<file path="config.mk">
export PLATFORM = sky130hd
export DESIGN_NAME = pcdrc_queue
export DESIGN_NICKNAME = d
export VERILOG_FILES = /design/src/sv/pcdrc_pkg.sv /design/src/sv/pcdrc_queue.sv
export SDC_FILE = /design/constraint.sdc
export NUM_CORES = 1
export LEC_CHECK = 0
export BUFFER_PORTS_ARGS = -buffer_cell sky130_fd_sc_hd__clkbuf_2
export CAP_MARGIN = 5
export CORE_UTILIZATION = 30
export CTS_BUF_LIST = sky130_fd_sc_hd__clkbuf_4
export DETAILED_ROUTE_END_ITERATION = 7
export PLACE_DENSITY = 0.51
export SLEW_MARGIN = 40
export SYNTH_ARGS = -nofsm -noshare
export SYNTH_HDL_FRONTEND = slang
export SYNTH_SLANG_ARGS = --single-unit
</file>
<file path="constraint.sdc">
create_clock -name clk -period 2.3 [get_ports clk]
set_clock_uncertainty 0.15 [all_clocks]
set_input_delay 0.115 -clock clk [delete_from_list [all_inputs] [get_ports clk]]
set_output_delay 0.115 -clock clk [all_outputs]
set_load 0.005 [all_outputs]
</file>
<file path="src/sv/pcdrc_pkg.sv">
// Shared types and constants for the page checksum dirty range coalescer.
// No dependencies; every other file refers to this package by scoped names.
package pcdrc_pkg;

  localparam int PAGE_W        = 10;
  localparam int SUM_W         = 32;
  localparam int PB_W          = 17;
  localparam int RB_W          = 27;
  localparam int PC_W          = 11;
  localparam int OFF_W         = 26;
  localparam int SIZE_W        = 27;
  localparam int CFG_IDX_W     = 2;
  localparam int CFG_DATA_W    = 27;
  localparam int MAX_PAGES_DEF = 1024;
  localparam int QUEUE_DEPTH   = 2;

  localparam logic [PB_W-1:0] PAGE_BYTES_RST   = 17'd4096;
  localparam logic [RB_W-1:0] REGION_BYTES_RST = 27'd4096;
  localparam logic [PC_W-1:0] PAGE_COUNT_RST   = 11'd1;

  typedef enum logic {
    CMD_INIT = 1'b0,
    CMD_SCAN = 1'b1
  } cmd_t;

  typedef enum logic [CFG_IDX_W-1:0] {
    CFG_PAGE_BYTES   = 2'd0,
    CFG_REGION_BYTES = 2'd1,
    CFG_PAGE_COUNT   = 2'd2
  } cfg_reg_t;

  // classified word handed from the front to the back
  typedef struct packed {
    cmd_t              cmd;
    logic [PAGE_W-1:0] page;
    logic [PAGE_W-1:0] slot;
    logic [SUM_W-1:0]  chksum;
    logic              last;
  } entry_t;

endpackage

</file>
<file path="src/sv/pcdrc_queue.sv">
// Short FIFO of classified words between the front and the back.
// Depends on pcdrc_pkg.
module pcdrc_queue (
  input  logic               clk,
  input  logic               rst,
  input  pcdrc_pkg::entry_t  push_data,
  input  logic               push_valid,
  output logic               push_ready,
  output pcdrc_pkg::entry_t  head,
  output logic               head_valid,
  input  logic               pop
);

  localparam int DEPTH = pcdrc_pkg::QUEUE_DEPTH;
  localparam int PTR_W = (DEPTH > 1) ? $clog2(DEPTH) : 1;
  localparam int CNT_W = $clog2(DEPTH + 1);
  localparam logic [PTR_W-1:0] LAST_PTR = PTR_W'(DEPTH - 1);

  pcdrc_pkg::entry_t   entries [DEPTH];
  logic [PTR_W-1:0]    wr_ptr;
  logic [PTR_W-1:0]    rd_ptr;
  logic [CNT_W-1:0]    count;
  logic                push;

  assign push_ready = (count != CNT_W'(DEPTH));
  assign push       = push_valid && push_ready;
  assign head_valid = (count != '0);
  assign head       = entries[rd_ptr];

  always_ff @(posedge clk) begin
    if (rst) begin
      wr_ptr <= '0;
      rd_ptr <= '0;
      count  <= '0;
    end else begin
      if (push) begin
        wr_ptr <= (wr_ptr == LAST_PTR) ? '0 : wr_ptr + PTR_W'(1);
      end
      if (pop) begin
        rd_ptr <= (rd_ptr == LAST_PTR) ? '0 : rd_ptr + PTR_W'(1);
      end
      if (push && !pop) begin
        count <= count + CNT_W'(1);
      end else if (pop && !push) begin
        count <= count - CNT_W'(1);
      end
    end
    if (push) begin
      entries[wr_ptr] <= push_data;
    end
  end

endmodule

</file>
Word-level counts from Yosys, hierarchy flattened. Memories as Yosys holds them, arrays and structs flattened. A register that Yosys moved wholly into a read port is not among the register bits. Cells that the tools add are included.

Register bits after elaboration: 4. Latch bits: 0. RAM bits: 108. Memory bits (read-only): 0. Input port bits: 58. Output and inout port bits: 56. Word-level logic and storage cells: 24. Memories: 1.

Memory list: entries (words 2, bits a word 54, read ports 1, clocked after Yosys merged registers in 1, wr ports 1, line pcdrc_queue.sv:19) `pcdrc_pkg::entry_t entries [DEPTH];`.

Add/sub/neg operators: 4. Multipliers: 0. Divide/modulo/power cells: 0. Order comparisons: 0. Equal/unequal tests: 1. Shift operators: 0. Multiplexer cells: 8. Bitwise operators: 0. Reduce and logical (&&, ||, !) cells: 7.

Operators by type and width (number): 1-bit two-way mux (6); 2-bit two-way mux (2); 2-bit nonzero test (2); 1-bit logical AND (3); 1-bit adder, second input constant (2); 2-bit by 1-bit adder with 2-bit output, second input constant (1); 1-bit logical NOT (2); 2-bit inequality test, second input constant (1); 2-bit by 1-bit subtractor with 2-bit output, second input constant (1).

Longest topological paths before layout.
Word-level depth: 6. Mapped depth: 6.

Least setup slack after synthesis. No wires, ideal clock.

Path kind: register -> register. Start: reg count[0]. End: mem entries[1][0] (netlist name), enable pin. Library setup time: 0.418 ns. Arrival: 1.862 ns. Path slack: -0.130 ns. Stages on the path, launching flop included: 3. Period minus slack after synthesis: 2.430 ns. Cell sequence: dfxtp_1 > nand2b_4 > and3_1.

Word-level cells in the longest chain between the ends: 4.

Ends and longest elaborated chain: start, declared (line pcdrc_queue.sv:22) `logic [CNT_W-1:0] count;`; start signal, assigned (line pcdrc_queue.sv:43) `count <= count + CNT_W'(1);`; start signal, assigned (line pcdrc_queue.sv:45) `count <= count - CNT_W'(1);`; 2-bit inequality test (line pcdrc_queue.sv:25) `assign push_ready = (count != CNT_W'(DEPTH));`; net push_ready (line pcdrc_queue.sv:8) `output logic push_ready,`; 1-bit logical AND (line pcdrc_queue.sv:26) `assign push = push_valid && push_ready;`; 1-bit two-way mux (line pcdrc_queue.sv:48) `if (push) begin`; 1-bit two-way mux (not written as such) (line pcdrc_queue.sv:49) `entries[wr_ptr] <= push_data;`; end, declared (line pcdrc_queue.sv:19).

The timed path passes the listed nets, and every way through them passes these cells.

==> metrics.txt <==
status finished, final reports clean; count of unique library cells instantiated by Yosys 19; design area 0.005829 sq mm; post-CTS clock slew at the launch and capture registers of the worst setup and hold paths 0.10 ns; CP Cell Sequence buf_12 -> mux2_2 -> clkbuf_2; number of buffer and inverter instances along the worst setup path 2; shortest clock period the worst path allows after layout 2.047 ns; Highest Clock Rate approximately 490 MHz; fraction of post-synthesis cell area in the top cell type by area 0.7831; clk sinks 113; layout overhead on the synthesized area 40.76%; cell class contributing the biggest share of worst-path delay flip-flops; cell at the root of the clock tree clkbuf_4; HPWL Detailed between 4000 and 5000 um; delay of the slowest cell on the worst path between 0.5 and 0.6 ns; Slew headroom 0.7277; kind of launch point of the worst setup path register; max-capacitance violation count 0; Overflow after GRT 0; post-route setup TNS 0 ns; vias per inst around 4.2; largest net degree at the start of global routing 55; share of synthesized area occupied by flip-flops and latches 0.8073; ant diodes 0; multi-input logic area roughly 730 sq um; area of the core between 0.01 and 0.015 sq mm; crit share post-route 0.8899; biggest fanout along the worst timing path 22; Cells after DPL between 400 and 500; Leakage Power ~0.0022 uW; VDD IR max approximately 0.3 mV; post-route insts no fill 570; Pre-antenna DRT Iters 4; Netlist Area Pre-Place between 0.004 and 0.005 sq mm; horizontal die dimension 119.5 um; Total Routed Length 7787 um; slowest stage cell on the critical path dfxtp_2; overall die area approximately 0.014 sq mm; #FFs+latches synth about 110; clock insertion delay at the later pin of the skew report approximately 0.51 ns; TritonCTS clock tree built; final count of pins violating max slew 0; commonest non-fill, non-tap cells in the layout clkbuf_2 (113), edfxtp_1 (108), dlygate4sd3_1 (58); Final setup violation count 0; signal arrival time at the worst endpoint approximately 1.8 ns; site row count 42; number of vias after detailed routing around 2.4k; count of routing violations after the opening detailed-route iteration ~130; slew of the pin with the lowest slew margin roughly 0.41 ns; Hold Crit Class in2reg; htree depth 4; Final Net Count 440; Layout fillers ~1.3k; most common cell after layout, fill and taps aside clkbuf_2; FF/Latch Area ~0.0033 sq mm; routed wirelength normalized by instance count around 14 um; number of buffers inserted during clock tree synthesis 17; endpoint kind of the worst setup timing path primary output; synth top area cells edfxtp_1 (78%), mux2_2 (15%), dfxtp_1 (2.4%); DRC violation count after routing 0; cell area after placement ~0.0049 sq mm; remaining number of nets flagged by the antenna check after routing 0; number of global-route vias before repair about 2.5k; overall die height 119.5 um; power per unit of standard cell area between 800 and 900 mW/mm^2; Post-CTS Repair Setup Buffers 0; number of buffers between clock root and the deepest sink 2; count of mapped cells out of synthesis between 150 and 200; last weighted congestion value of the routability-driven placer around 0.63; Req. time, crit path 2.04 ns; IO Count 114; syn nets between 200 and 300; initial cell density of the core 0.3103; antenna violations before repair 0; number of I/O port buffers 113; yosys warns 0; global-route wire length before repair 12260 um; overall fraction of global-route tracks in use 0.1187; crit path kind reg2out; Yosys top cell by area edfxtp_1; average cell area after synthesis around 22 sq um; Final Hold Fails 0; share of post-route cells with drive strength above 1 0.5203; unrepaired setup endpoints after global routing no
## where the power goes
group / switching (uW) / leakage [uW] / internal, uW
Combinational: 324 / 0.00102 / 390
Clock: 715 / 0.000163 / 852
Sequential: 56.7 / 0.00105 / 2490
Total: 1100 / 0.00223 / 3730
## worst paths after layout
check | end | slack, ns | depth (start not counted) | startpoint
worst max-delay path | head[10] | 0.25 | 3 | register
worst min-delay path | entries[0][18]$_DFFE_PP_ | 0.17 | 2 | push_data[18]
worst max register to register | count[0]$_SDFFE_PP0P_ | 0.32 | 6 | count[0]$_SDFFE_PP0P_
worst min register to register | rd_ptr$_SDFFE_PP0P_ | 0.38 | 2 | rd_ptr$_SDFFE_PP0P_
## metrics by stage
stage,power (uW),hold slack [ns],worst slack (ns),util
global route,5068,0.1160,0.1108,0.4367
CTS,4918,0.09890,0.1512,0.4367
detailed placement,3245,0.1595,0.6218,0.3704
global placement,3234,0.1538,0.6585,0.3704
floorplan,2931,0.03407,0.05782,-
finish,4826,0.1722,0.2532,0.4367
## cell families (layout without fill, tap and decap cells)
family | Yosys count | in the layout | share of synthesized area
and+or+nand+nor | 9 | 9 | 0.01390
xor gates and xnor gates | 3 | 3 | 0.006346
muxes | 54 | 54 | 0.1468
DFF | 113 | 113 | 0.8073
buffers and inverters | 8 | 210 | 0.01661
adders and majority gates | 1 | 1 | 0.003021
AOI/OAI and AO/OA | 4 | 4 | 0.006041
## cells in the mapped netlist, drive strengths merged
library cell,n
a21bo,1
a21oi,2
and2,1
and3,1
buf,6
dfxtp,5
edfxtp,108
ha,1
inv,2
mux2,54
nand2b,1
nand3b,1
nor2,3
o21ai,1
or2,1
or3,1
xnor2,1
xor2,2
## sequential cells by signal (all words and copies together), names as in the netlist, named ones only
name     count
wr_ptr       1
entries    108
rd_ptr       1
count        2
## layer usage
layer | global-route usage | part of all wire | vias up
li1 | - | - | 1139
met1 | 0.1424 | 0.45 | 1189
met2 | 0.1810 | 0.48 | 80
met3 | 0.04278 | 0.052 | 11
met4 | 0.07500 | 0.021 | 0
met5 | 0 | 0 | -
## layout make-up
class	count	area share
clock buffer	18	0.02318
clock inverter	14	0.02919
inverter	2	0.001288
multi-input combinational	71	0.1253
sequential	113	0.5737
tap	176	0.03778
timing repair buffer	176	0.2095
## timing repair
item,in CTS,in global routing
gates resized for setup,0,0
hold buffers,58,0
hold endpoints to repair,113,0
Note: power is estimated with default switching activity, not from simulation.
