[src/sv/pcdrc_pkg.sv]
// Shared types and constants for the page checksum dirty range coalescer.
// No dependencies; every other file refers to this package by scoped names.
package pcdrc_pkg;

  localparam int PAGE_W        = 10;
  localparam int SUM_W         = 32;
  localparam int PB_W          = 17;
  localparam int RB_W          = 27;
  localparam int PC_W          = 11;
  localparam int OFF_W         = 26;
  localparam int SIZE_W        = 27;
  localparam int CFG_IDX_W     = 2;
  localparam int CFG_DATA_W    = 27;
  localparam int MAX_PAGES_DEF = 1024;
  localparam int QUEUE_DEPTH   = 2;

  localparam logic [PB_W-1:0] PAGE_BYTES_RST   = 17'd4096;
  localparam logic [RB_W-1:0] REGION_BYTES_RST = 27'd4096;
  localparam logic [PC_W-1:0] PAGE_COUNT_RST   = 11'd1;

  typedef enum logic {
    CMD_INIT = 1'b0,
    CMD_SCAN = 1'b1
  } cmd_t;

  typedef enum logic [CFG_IDX_W-1:0] {
    CFG_PAGE_BYTES   = 2'd0,
    CFG_REGION_BYTES = 2'd1,
    CFG_PAGE_COUNT   = 2'd2
  } cfg_reg_t;

  // classified word handed from the front to the back
  typedef struct packed {
    cmd_t              cmd;
    logic [PAGE_W-1:0] page;
    logic [PAGE_W-1:0] slot;
    logic [SUM_W-1:0]  chksum;
    logic              last;
  } entry_t;

endpackage

[src/sv/pcdrc_item_if.sv]
// Input channel: one page checksum word with its page number and command.
// Depends on pcdrc_pkg for field widths.
interface pcdrc_item_if;
  logic                            valid;
  logic                            ready;
  logic                            command;
  logic [pcdrc_pkg::PAGE_W-1:0]    page_num;
  logic [pcdrc_pkg::SUM_W-1:0]     page_checksum;

  modport source (output valid, command, page_num, page_checksum, input ready);
  modport sink   (input valid, command, page_num, page_checksum, output ready);
endinterface

[src/sv/pcdrc_front.sv]
// Front stage: accepts input words, flags the last page and reduces the page
// index to a table slot. Depends on pcdrc_pkg and pcdrc_item_if.
module pcdrc_front #(
  parameter int MAX_PAGES = pcdrc_pkg::MAX_PAGES_DEF
) (
  input  logic                          clk,
  input  logic                          rst,
  pcdrc_item_if.sink                    item,
  input  logic [pcdrc_pkg::PC_W-1:0]    page_count,
  output pcdrc_pkg::entry_t             ent,
  output logic                          ent_valid,
  input  logic                          ent_ready
);

  // slot = page mod MAX_PAGES: reciprocal estimate (low by at most one), then one fix-up
  localparam int RECIP_SH = 2 * pcdrc_pkg::PAGE_W;
  localparam int RECIP_W  = RECIP_SH + 1;
  localparam int QP_W     = pcdrc_pkg::PAGE_W + RECIP_W;
  localparam int MOD_W    = 17;
  localparam int QM_W     = pcdrc_pkg::PAGE_W + MOD_W;
  localparam logic [RECIP_W-1:0] RECIP = RECIP_W'((2 ** RECIP_SH) / MAX_PAGES);
  localparam logic [MOD_W-1:0]   MOD   = MOD_W'(MAX_PAGES);

  logic                               f_valid;
  pcdrc_pkg::cmd_t                    f_cmd;
  logic [pcdrc_pkg::PAGE_W-1:0]       f_page;
  logic [pcdrc_pkg::SUM_W-1:0]        f_sum;
  logic                               f_last;
  logic [pcdrc_pkg::PAGE_W-1:0]       f_q;

  logic [QP_W-1:0]                    qprod;
  logic                               last_in;
  logic [QM_W-1:0]                    qm;
  logic [QM_W-1:0]                    diff;
  logic [pcdrc_pkg::PAGE_W-1:0]       r0;
  logic [MOD_W-1:0]                   r1;
  logic [pcdrc_pkg::PAGE_W-1:0]       slot;

  assign item.ready = !f_valid || ent_ready;

  assign qprod   = QP_W'(item.page_num) * QP_W'(RECIP);
  assign last_in = (page_count != '0) &&
                   ({1'b0, item.page_num} == page_count - 11'd1);

  always_ff @(posedge clk) begin
    if (rst) begin
      f_valid <= 1'b0;
    end else if (item.ready) begin
      f_valid <= item.valid;
    end
    if (item.ready && item.valid) begin
      f_cmd  <= pcdrc_pkg::cmd_t'(item.command);
      f_page <= item.page_num;
      f_sum  <= item.page_checksum;
      f_last <= last_in;
      f_q    <= qprod[RECIP_SH +: pcdrc_pkg::PAGE_W];
    end
  end

  assign qm   = QM_W'(f_q) * QM_W'(MOD);
  assign diff = QM_W'(f_page) - qm;
  assign r0   = diff[pcdrc_pkg::PAGE_W-1:0];
  assign r1   = MOD_W'(r0) - MOD;
  assign slot = (MOD_W'(r0) >= MOD) ? r1[pcdrc_pkg::PAGE_W-1:0] : r0;

  assign ent_valid  = f_valid;
  assign ent.cmd    = f_cmd;
  assign ent.page   = f_page;
  assign ent.slot   = slot;
  assign ent.chksum = f_sum;
  assign ent.last   = f_last;

endmodule

[src/flat_wrapper.sv]
// flat-port wrapper written by rule: the top's interface ports become plain ports
module pcdrc_front_flat 
#(
  parameter int MAX_PAGES = pcdrc_pkg::MAX_PAGES_DEF
)
  (clk, rst, page_count, ent, ent_valid, ent_ready, item_valid, item_command, item_page_num, item_page_checksum, item_ready);
  pcdrc_item_if item_i ();
  input  logic clk;
  input  logic rst;
  input  logic [pcdrc_pkg::PC_W-1:0] page_count;
  output pcdrc_pkg::entry_t ent;
  output logic ent_valid;
  input  logic ent_ready;
  input wire logic [$bits(item_i.valid)-1:0] item_valid;
  input wire logic [$bits(item_i.command)-1:0] item_command;
  input wire logic [$bits(item_i.page_num)-1:0] item_page_num;
  input wire logic [$bits(item_i.page_checksum)-1:0] item_page_checksum;
  output wire logic [$bits(item_i.ready)-1:0] item_ready;
  assign item_i.valid = item_valid;
  assign item_i.command = item_command;
  assign item_i.page_num = item_page_num;
  assign item_i.page_checksum = item_page_checksum;
  assign item_ready = item_i.ready;
  pcdrc_front #(.MAX_PAGES(MAX_PAGES)) u_core (.clk(clk), .rst(rst), .item(item_i), .page_count(page_count), .ent(ent), .ent_valid(ent_valid), .ent_ready(ent_ready));
endmodule
[config.mk]
export PLATFORM = sky130hd
export DESIGN_NAME = pcdrc_front_flat
export DESIGN_NICKNAME = d
export VERILOG_FILES = /design/src/sv/pcdrc_pkg.sv /design/src/sv/pcdrc_item_if.sv /design/src/sv/pcdrc_front.sv /design/src/flat_wrapper.sv
export SDC_FILE = /design/constraint.sdc
export NUM_CORES = 1
export LEC_CHECK = 0
export ABC_AREA = 1
export BUFFER_PORTS_ARGS = -buffer_cell sky130_fd_sc_hd__buf_2
export CAP_MARGIN = 20
export CORE_MARGIN = 1.5
export CORE_UTILIZATION = 46
export CTS_CLUSTER_DIAMETER = 150
export DETAILED_ROUTE_END_ITERATION = 10
export HOLD_SLACK_MARGIN = 0.08
export PLACE_DENSITY = 0.84
export SYNTH_ARGS = -nofsm -noshare
export SYNTH_HDL_FRONTEND = slang
export SYNTH_SLANG_ARGS = --single-unit
[constraint.sdc]
create_clock -name clk -period 5.9 [get_ports clk]
set_clock_uncertainty 0.05 [all_clocks]
set_input_delay 0.295 -clock clk [delete_from_list [all_inputs] [get_ports clk]]
set_output_delay 0.295 -clock clk [all_outputs]
set_load 0.01 [all_outputs]
After elaboration in Yosys (flattened, before gate mapping)
Index checks and enable logic that the tools add are counted.
{"block": "totals", "ff_bits": 45, "word_cells": 12, "output_inout_bits": 56, "inputBits": 58}
{"block": "op_classes", "n_eq_ne": 1, "reduce_logical": 5, "n_addsub": 1}
{"cell": "10-bit by 11-bit equality test with 1-bit output", "count": 1}
{"cell": "11-bit nonzero test", "count": 1}
{"cell": "11-bit by 1-bit subtractor with 11-bit output, second input constant", "count": 1}
{"cell": "1-bit logical AND", "count": 2}
{"cell": "1-bit zero test", "count": 1}
{"cell": "1-bit logical OR", "count": 1}

Longest topological paths before layout
Gate-level depths: netlist (run 1).
{"block": "depth", "word_depth": 3, "mapped_depth": 11, "ltp_nobuf": 11}

Worst setup path before layout (run 1)
No wires, ideal clock.
{"block": "synth_path", "kind": "flip-flop to flip-flop", "startpoint": "reg u_core.f_valid, in the netlist u_core.ent_valid", "endpoint": "reg u_core.f_cmd (enable)", "period_less_slack_ns": 3.042, "path_stages_with_launch": 2, "t_arrival_ns": 2.532, "n_path_buf": 0, "required_ns": 5.390, "slack_ns": 2.858, "cell_sequence": "dfxtp_1 a21oi_1"}
{"block": "synth_via", "elab_chain_len": 3}
{"item": "start, declared", "line": "pcdrc_front.sv:24", "text": "logic f_valid;"}
{"item": "start signal, assigned", "line": "pcdrc_front.sv:49", "text": "f_valid <= item.valid;"}
{"item": "1-bit zero test", "line": "pcdrc_front.sv:39", "text": "assign item.ready = !f_valid || ent_ready;"}
{"item": "1-bit logical OR", "line": "pcdrc_front.sv:39"}
{"item": "1-bit logical AND", "line": "pcdrc_front.sv:51", "text": "if (item.ready && item.valid) begin"}
{"item": "end signal, assigned", "line": "pcdrc_front.sv:52", "text": "f_cmd <= pcdrc_pkg::cmd_t'(item.command);"}
{"item": "end, declared", "line": "pcdrc_front.sv:25", "text": "pcdrc_pkg::cmd_t f_cmd;"}
Every way passes these cells.
A chain may end at the register's enable or synchronous reset.

Worst setup path in the final report (run 1)
{"block": "layout_path", "startpoint": "reg u_core.f_valid, in the netlist u_core.ent_valid", "endpoint": "reg u_core.f_sum[12] (netlist bit) (enable)"}
{"block": "layout_via", "elab_chain_len": 3}
{"item": "1-bit zero test", "line": "pcdrc_front.sv:39"}
{"item": "1-bit logical OR", "line": "pcdrc_front.sv:39"}
{"item": "1-bit logical AND", "line": "pcdrc_front.sv:51"}
{"item": "end signal, assigned", "line": "pcdrc_front.sv:54", "text": "f_sum <= item.page_checksum;"}
{"item": "end, declared", "line": "pcdrc_front.sv:27", "text": "logic [pcdrc_pkg::SUM_W-1:0] f_sum;"}
Every way passes these cells.

==> results.tsv, run 1 <==
stage	metric	value	unit
status	status	finished clean	
worst_setup_path	Reg-to-Reg Start	u_core.ent_valid	
final_layout	Nets	341	
pwr	peak supply drop	140	uV
worst_setup_path	R2R setup slack	4.52	ns
worst_setup_path	crit path kind	flip-flop to flip-flop	
detailed_routing	DR pass1 iterations	4	
synth	Post-Syn Nets	232	
sta	final hold violation count	0	
grt	number of global-route vias before repair	1369	
sta	WHS	0.107	ns
sta	setup violators final	0	
sta	Max Freq	724	MHz
clock_tree	CTS clk-pin slew, worst paths	0.07	ns
detailed_routing	post-DR wirelength/cell	12.9	um
clock_tree	CTS buffer count	5	
synth	post-synthesis sequential area ratio	69.5	%
min_path	Hold WC Path Type	primary input to flip-flop	
sta	Setup TNS	0	ns
clock_tree	CTS tree	done	
min_path	Worst Hold Depth	2	
synth	Cells after Synth	172	
floorplan	row count	23	
sta	Worst Slack Setup Final	4.52	ns
synth	Syn Area/Cell	11.2	um2
worst_setup_path	Worst setup SP type	flip-flop	
worst_setup_path	worst r2r path cells	2	
detailed_routing	vias per cell	4.62	
worst_setup_path	Arrival @ worst endpoint	1.26	ns
placed_design	gpl congestion	0.821	
placed_design	Detailed Place HPWL	3370	um
synth	#FFs+latches synth	45	
final_layout	Layout Utilization	64.3	%
grt	GRT Resource Usage Total	18.6	%
final_layout	Cell Count, Final, Fillers Out	331	
clock_tree	root buf cell	clkbuf_8	
final_layout	ant diodes	0	
sta	max-slew violations	0	
detailed_routing	drt total wl	4260	um
detailed_routing	DRT iter0 DRCs	140	
final_layout	area occupied by multi-input gates	412	um2
clock_tree	Longest Clk Path Bufs	2	
floorplan	die area	0.00459	mm2
floorplan	Initial Util	47.9	%
placed_design	PortBufs	113	
job	MaxCap Viol Count	0	
grt	largest net degree at the start of global routing	45	
sta	worst-margin pin slew	0.546	ns
final_layout	synth-to-layout area growth	34.2	%
clock_tree	CTS resizes	0	
sta	min cycle time layout	1.38	ns
floorplan	die width	67.8	um
worst_setup_path	worst path required time	5.78	ns
clock_tree	Post-CTS Hold Fix Bufs	0	
clock_tree	TritonCTS Sinks	45	
worst_setup_path	crit path max fanout	44	
detailed_routing	Via Count	1530	
min_path	Hold Crit Start	rst	
worst_setup_path	RR Endpoint	u_core.f_sum[12]	
final_layout	Fillers	343	
grt	global-route wire length before repair	6120	um
placed_design	Post-Place Worst Slack	4.35	ns
floorplan	die height	67.8	um
floorplan	core footprint	0.00403	mm2
final_layout	register area	0.00134	mm2
synth	Synth warnings	0	
sta	final cycle utilization of the critical path	23.4	%
placed_design	# placed instances	324	
min_path	WHS Endpoint	u_core.ent_valid	
clock_tree	H-Tree Depth	2	
floorplan	io pins	114	
synth	Mapped Area	0.00193	mm2
detailed_routing	DRC	0	
grt	grt total ovfl	0	
sta	unrepaired setup endpoints after global routing	no	
synth	Yosys cell types	17	
worst_setup_path	CP endpoint kind	flip-flop	
sta	Max-slew headroom	63.6	%
pwr	leak pwr	1.28	nW
pwr	Pwr per Cell Area	266	mW/mm2
clock_tree	clock latency on the worst-skew pair	0.28	ns
final_layout	layout cells sized above 1	47.0	%
grt	initial antenna violation count	0	
detailed_routing	post-route ant nets	0	
clock_tree	post-CTS setup buffers	0	
==> Yosys cell counts <==
cell	count	area (um2)
inv_1	24	90.1
nor3_1	1	5.00
buf_4	12	90.1
xor2_1	1	8.76
dfxtp_1	1	20.0
xnor2_1	1	8.76
o21ai_0	2	10.0
nor2_1	17	63.8
nand2_1	46	173
a21oi_1	2	10.0
nand3_1	8	40.0
edfxtp_1	44	1320
inv_2	2	7.51
nand4_1	1	6.26
nor2_2	6	37.5
nand2_2	2	12.5
ha_1	2	25.0
==> report_power, final <==
part           internal (mW)  switching [mW]
clock                  0.123          0.0966
combinational         0.0379          0.0523
sequential             0.373         0.00571
==> metal layers <==
| metal | routed length, um | track usage (%) | vias up |
|---|---|---|---|
| met3 | 352 | 3.83 | 9 |
| met1 | 1670 | 22.1 | 684 |
| li1 | - | - | 759 |
| met5 | 0 | 0 | - |
| met2 | 2160 | 31.7 | 78 |
| met4 | 81 | 9.18 | 0 |
==> registers in the layout, indices dropped and copies added, names as in the netlist <==
signal and flops:
u_core.f_page 10, u_core.f_cmd 1, u_core.f_sum 32, u_core.ent_valid 1, u_core.f_last 1
==> worst max-delay path, cell delays in order, from the launching register on <==
cell     delay (ns)
dfxtp_1        0.35
a21oi_4        0.14
buf_4          0.47
==> metrics by stage <==
stage          power, mW  area (um2)
6_report           0.688        2590
5_1_grt            0.719        2590
4_1_cts            0.693        2590
3_5_place_dp       0.476        2490
3_3_place_gp       0.472        2490
2_1_floorplan      0.433        1930
==> cell families (layout without fill, tap and decap cells) <==
| logic type | Yosys count | count (layout) | synth area share (%) |
|---|---|---|---|
| buf+inv | 38 | 147 | 9.73 |
| xor+xnor | 2 | 2 | 0.908 |
| flops | 45 | 45 | 69.5 |
| compound gates | 4 | 4 | 1.04 |
| fa+ha+maj | 2 | 2 | 1.30 |
| simple gates | 81 | 81 | 17.5 |
==> how the worst max path moves through the flow <==
stage	start	to	slack, ns	cells after the start
6_report	u_core.ent_valid	u_core.f_sum[12]	4.52	2
4_1_cts	u_core.ent_valid	u_core.f_sum[3]	4.53	2
2_1_floorplan	u_core.ent_valid	u_core.f_cmd	2.86	1
5_1_grt	u_core.ent_valid	u_core.f_page[4]	4.44	2
3_3_place_gp	page_count[0]	u_core.f_last	4.36	12
3_5_place_dp	page_count[0]	u_core.f_last	4.35	12
==> cell type report <==
type,count,share of cell area [%]
clock inverter,2,1.35
inverter,26,3.77
tap,50,2.42
multi-input combinational,89,15.9
clock buffer,5,2.66
sequential,45,51.8
timing repair buffer,114,22.1
==> cells in the final DEF, fill, tap and decap left out <==
cell type and n:
buf_2 113, nand2_1 46, edfxtp_1 44, inv_1 24, nor2_1 17, nand3_1 8, nor2_2 6, clkbuf_8 5
nand2_2 2, o21ai_0 2, inv_2 2, ha_1 2, a21oi_4 1, xor2_1 1, xnor2_1 1, nand4_1 1
nor3_1 1, a21oi_1 1, clkinv_2 1, bufinv_16 1, buf_4 1, dfxtp_1 1
Power figures use the tool's default switching activity.
==> run 2: changes to the inputs <==
CORE_UTILIZATION = 39   (was 46)
PLACE_DENSITY = 0.76   (was 0.84)
clock period = 1.2 ns   (was 5.9 ns; I/O delays follow)
==> run 2 against run 1 <==
Compared with the run above: global-route usage decreased by 0.17 points; final area rose by 22%; worst hold slack got worse by 0.014 ns; worst setup slack worse by 4.5 ns.
==> results.tsv, run 2 (synthesis gave the netlist of run 1 again) <==
stage	metric	value	unit	change
final_layout	ant diodes	0		unchanged
sta	Max Freq	854	MHz	
detailed_routing	Via Count	1706		+12%
detailed_routing	DR pass1 iterations	4		unchanged
floorplan	Initial Util	40.6	%	-7.3 points
floorplan	die height	73.3	um	+8.2%
clock_tree	H-Tree Depth	2		unchanged
floorplan	core footprint	0.00475	mm2	+18%
final_layout	Fillers	360		+5.0%
detailed_routing	post-DR wirelength/cell	12.8	um	-0.77%
floorplan	row count	25		+8.7%
placed_design	Detailed Place HPWL	3220	um	-4.3%
final_layout	register name with the most flops	u_core.f_sum		
pwr	Total Power	3.57	mW	+420%
final_layout	layout cells sized above 1	43.0	%	-4.0 points
clock_tree	TritonCTS Sinks	45		unchanged
sta	final hold violation count	0		unchanged
placed_design	gpl congestion	0.734		-11%
final_layout	Largest register FFs	32		unchanged
worst_setup_path	Reg-to-Reg Start	u_core.ent_valid		
sta	setup violators final	0		unchanged
worst_setup_path	crit path max fanout	2		-95%
sta	unrepaired setup endpoints after global routing	no		
grt	grt total ovfl	0		unchanged
final_layout	Nets	387		+13%
placed_design	# placed instances	343		+5.9%
sta	final cycle utilization of the critical path	97.6	%	
pwr	leak pwr	1.51	nW	+18%
floorplan	die width	73.3	um	+8.2%
floorplan	die area	0.00538	mm2	+17%
placed_design	PortBufs	113		unchanged
grt	number of global-route vias before repair	1676		+22%
min_path	Hold Crit Start	item_page_num[5]		
detailed_routing	DRT iter0 DRCs	88		-37%
clock_tree	CTS clk-pin slew, worst paths	0.08	ns	about the same
placed_design	Area after DPL	0.00254	mm2	+2.0%
final_layout	Layout Utilization	66.4	%	+2.1 points
detailed_routing	vias per cell	4.32		-6.6%
pwr	peak supply drop	520	uV	+270%
clock_tree	Longest Clk Path Bufs	2		unchanged
worst_setup_path	Worst setup SP type	primary input		
grt	GRT Resource Usage Total	18.4	%	-0.17 points
job	MaxCap Viol Count	0		unchanged
final_layout	Design Area, Final	0.00316	mm2	+22%
worst_setup_path	crit path kind	primary input to primary output		
final_layout	most frequent cells in the layout	buf_2, nand2_1, dlygate4sd3_1, edfxtp_1, inv_1		
clock_tree	clock latency on the worst-skew pair	0.28	ns	about the same
final_layout	Cell Count, Final, Fillers Out	395		+19%
sta	worst-margin pin slew	0.229	ns	-0.317 ns
worst_setup_path	worst path required time	1.09	ns	-4.69 ns
final_layout	synth-to-layout area growth	63.6	%	
detailed_routing	drt total wl	5050	um	+18%
min_path	Hold WC Path Type	primary input to flip-flop		
sta	min cycle time layout	1.17	ns	
grt	initial antenna violation count	0		unchanged
final_layout	most common cell after layout, fill and taps aside	buf_2		
clock_tree	root buf cell	clkbuf_8		
worst_setup_path	CP endpoint kind	primary output		
sta	Max-slew headroom	84.7	%	+21 points
floorplan	io pins	114		unchanged
grt	global-route wire length before repair	7420	um	+21%
worst_setup_path	CP startpoint	ent_ready		
sta	max-slew violations	0		unchanged
grt	largest net degree at the start of global routing	45		unchanged
status	status	finished clean		
pwr	Pwr per Cell Area	1130	mW/mm2	+330%
detailed_routing	DRC	0		unchanged
clock_tree	CTS tree	done		
worst_setup_path	Arrival @ worst endpoint	1.06	ns	-0.20 ns
detailed_routing	post-route ant nets	0		unchanged
final_layout	top flop regs	u_core.f_sum: 32 flops, u_core.f_page: 10 flops		
clock_tree	CTS buffer count	5		unchanged
-- run 2: worst max-delay path, cell delays in order --
cell	delay [ns]
buf_2	0.10
inv_1	0.11
dlygate4sd3_1	0.58
nand2_1	0.08
buf_2	0.14
-- run 2: per-stage QoR --
step	setup TNS (ns)	worst slack [ns]	hold slack [ns]
2_1_floorplan	-16.42	-0.373	0.0717
3_3_place_gp	-0.100	-0.100	0.159
3_5_place_dp	-0.138	-0.138	0.168
4_1_cts	0	0.0130	0.138
5_1_grt	0	0.00196	0.105
6_report	0	0.0292	0.0933
-- run 2: what timing repair did --
item / 4_1_cts / 5_1_grt
setup buffers: 0 / 1
gates resized for setup: 0 / 14
hold endpoints to repair: 44 / 1
endpoints found under the setup margin: 0 / 1
hold buffers: 46 / 1
-- run 2: area by class of cell --
| cell class | instances | area [um2] | share of cell area (%) |
|---|---|---|---|
| Timing Repair Buffer | 160 | 1070 | 34.0 |
| Tap cell | 67 | 83.8 | 2.66 |
| Multi-Input combinational cell | 89 | 449 | 14.2 |
| Sequential cell | 45 | 1340 | 42.5 |
| Clock buffer | 5 | 68.8 | 2.18 |
| Inverter | 26 | 97.6 | 3.09 |
| Clock inverter | 3 | 41.3 | 1.31 |
-- run 2: worst paths after layout --
path                            to  slack, ns  cells past startpoint
hold / removal    u_core.f_page[5]       0.09                      1
setup reg to reg  u_core.f_page[8]       0.09                      2
setup / recovery        item_ready       0.03                      5
hold reg to reg   u_core.ent_valid       0.48                      2
-- run 2: per-layer routing --
layer / vias to the layer above / part of all wire, % / global-route usage (%)
met5: - / 0 / 0
met3: 8 / 7.2 / 4.12
met2: 73 / 53 / 34.8
li1: 850 / - / -
met1: 775 / 38 / 19.1
met4: 0 / 1.5 / 8.44
-- run 2: power by group --
| group | internal [mW] | leakage [nW] | switching [mW] |
|---|---|---|---|
| sequential | 1.83 | 0.434 | 0.0313 |
| combinational | 0.305 | 1.02 | 0.296 |
| clock | 0.613 | 0.0518 | 0.488 |
| total | 2.75 | 1.51 | 0.815 |
==> run 3: changes to the inputs <==
CAP_MARGIN = 30   (was 20)
CELL_PAD_IN_SITES_DETAIL_PLACEMENT = 1   (was not set)
CELL_PAD_IN_SITES_GLOBAL_PLACEMENT = 1   (was not set)
CORE_UTILIZATION = 28   (was 39)
PLACE_DENSITY = not set   (was 0.76)
PLACE_DENSITY_LB_ADDON = 0.1   (was not set)
REMOVE_ABC_BUFFERS = 1   (was not set)
==> run 3 against run 2 <==
Compared with the run above: cell count up 3.5%; sequential power is essentially flat; clock power is essentially flat; sequential cell count did not move; critical path type is now flip-flop to flip-flop; via count rose by 0.70%; largest cell class unchanged; first-iteration DRC count is 48% lower; sequential share of layout area is 0.44 points higher; total power is 0.89% lower.
==> results.tsv, run 3 (synthesis gave the netlist of run 1 again) <==
stage	metric	value	unit	change
status	status	finished clean		
detailed_routing	DR pass1 iterations	4		unchanged
clock_tree	CTS buffer count	5		unchanged
detailed_routing	post-DR wirelength/cell	12.6	um	-1.2%
placed_design	Detailed Place HPWL	3720	um	+15%
final_layout	layout cells sized above 1	40.7	%	-2.3 points
sta	min cycle time layout	1.16	ns	-0.0156 ns
sta	final hold violation count	0		unchanged
worst_setup_path	Arrival @ worst endpoint	1.08	ns	+0.02 ns
grt	global-route wire length before repair	7760	um	+4.7%
grt	GRT Resource Usage Total	13.8	%	-4.6 points
placed_design	PortBufs	113		unchanged
worst_setup_path	worst path required time	1.13	ns	+0.04 ns
clock_tree	post-CTS setup buffers	0		unchanged
detailed_routing	DRC	0		unchanged
sta	max-slew violations	0		unchanged
detailed_routing	vias per cell	4.20		-2.7%
floorplan	io pins	114		unchanged
detailed_routing	post-route ant nets	0		unchanged
detailed_routing	drt total wl	5160	um	+2.3%
final_layout	Largest register FFs	32		unchanged
pwr	peak supply drop	363	uV	-30%
final_layout	Nets	389		+0.52%
floorplan	Initial Util	28.7	%	-12 points
clock_tree	H-Tree Depth	2		unchanged
clock_tree	CTS clk-pin slew, worst paths	0.09	ns	about the same
placed_design	Area after DPL	0.00256	mm2	+0.89%
floorplan	core footprint	0.00672	mm2	+41%
final_layout	Design Area, Final	0.00312	mm2	-1.1%
sta	Setup TNS	0	ns	unchanged
detailed_routing	met1 WL	2170	um	+13%
clock_tree	CTS tree	done		
clock_tree	Longest Clk Path Bufs	2		unchanged
sta	Max Freq	866	MHz	+1.3%
placed_design	gpl congestion	0.765		+4.1%
worst_setup_path	crit path kind	flip-flop to flip-flop		
detailed_routing	max layer used	met4		
grt	initial antenna violation count	0		unchanged
sta	setup violators final	0		unchanged
job	MaxCap Viol Count	0		unchanged
clock_tree	clock latency on the worst-skew pair	0.29	ns	about the same
floorplan	die area	0.00740	mm2	+38%
pwr	leak pwr	1.49	nW	-1.1%
detailed_routing	wire length on met3	309	um	-14%
worst_setup_path	Worst setup SP type	flip-flop		
detailed_routing	DR WL met2	2630	um	-1.6%
sta	final cycle utilization of the critical path	96.3	%	-1.3 points
detailed_routing	Via Count	1718		+0.70%
final_layout	Layout Utilization	46.4	%	-20 points
final_layout	most frequent cells in the layout	buf_2, nand2_1, dlygate4sd3_1, edfxtp_1, inv_1		
sta	unrepaired setup endpoints after global routing	no		
clock_tree	root buf cell	clkbuf_8		
sta	worst-margin pin slew	0.246	ns	+0.0174 ns
floorplan	die width	86.0	um	+17%
grt	largest net degree at the start of global routing	40		-11%
floorplan	die height	86.0	um	+17%
worst_setup_path	crit path max fanout	39		+37
sta	Max-slew headroom	83.5	%	-1.3 points
min_path	Hold WC Path Type	primary input to flip-flop		
final_layout	synth-to-layout area growth	61.7	%	
worst_setup_path	CP endpoint kind	flip-flop		
clock_tree	TritonCTS Sinks	45		unchanged
detailed_routing	DRT iter0 DRCs	46		-48%
pwr	Pwr per Cell Area	1130	mW/mm2	+0.22%
final_layout	most common cell after layout, fill and taps aside	buf_2		
grt	grt total ovfl	0		unchanged
final_layout	ant diodes	0		unchanged
final_layout	top flop regs	u_core.f_sum: 32 flops, u_core.f_page: 10 flops		
grt	number of global-route vias before repair	1662		-0.84%
final_layout	register name with the most flops	u_core.f_sum		
floorplan	row count	30		+20%
[run 3: cell types whose count changed in the layout (fill, tap and decap cells not counted), moves of 2 or more]
cell,previous run,this run
buf_2,108,112
nor2_1,14,17
nor2_2,9,6
dlymetal6s4s_1,3,1
inv_1,22,24
inv_2,4,2
nand3_1,6,8
nand3_2,2,0
[run 3: worst paths after layout]
check	cells after the start	to	start	slack, ns
hold / removal	1	u_core.f_page[3]	item_page_num[3]	0.07
hold reg to reg	2	u_core.ent_valid	u_core.ent_valid	0.49
setup / recovery	2	u_core.f_sum[26]	u_core.ent_valid	0.04
setup reg to reg	2	u_core.f_sum[26]	u_core.ent_valid	0.04
[run 3: cell type report]
class | count | area, um2
Multi-Input combinational cell | 89 | 412
Inverter | 26 | 97.6
Fill cell | 794 | 3600
Tap cell | 80 | 100
Timing Repair Buffer | 162 | 1070
Clock inverter | 2 | 35.0
Sequential cell | 45 | 1340
Clock buffer | 5 | 68.8
[run 3: repair_timing]
| item | in CTS | in global routing |
|---|---|---|
| endpoints found under the setup margin | 0 | 1 |
| endpoints found under the hold margin | 44 | 0 |
| gates resized for setup | 0 | 1 |
| hold buffers | 46 | 0 |
[run 3: routing by layer]
metal	track usage [%]	up-vias
met2	25.0	61
met4	4.84	0
met1	16.0	803
met3	2.79	2
li1	-	852
met5	0	-
[run 3: metrics by stage]
stage / worst slack, ns / cells / power [mW] / hold WS, ns
detailed placement: -0.140 / 357 / 2.37 / 0.173
finish: 0.0447 / 409 / 3.53 / 0.0705
global placement: -0.112 / 357 / 2.36 / 0.175
CTS: 0.0101 / 410 / 3.59 / 0.140
floorplan: -1.84 / 160 / 2.10 / 0.0791
global route: 0.000772 / 409 / 3.71 / 0.0905
[run 3: critical path, cell delays in order (launching register included)]
cell	delay, ns
dfxtp_1	0.35
a21oi_4	0.19
buf_12	0.25
[run 3: power by group]
group | internal, mW | leakage [nW] | switching (mW)
registers | 1.83 | 0.434 | 0.0258
logic | 0.296 | 1.00 | 0.287
clock network | 0.606 | 0.0540 | 0.488
total | 2.73 | 1.49 | 0.801
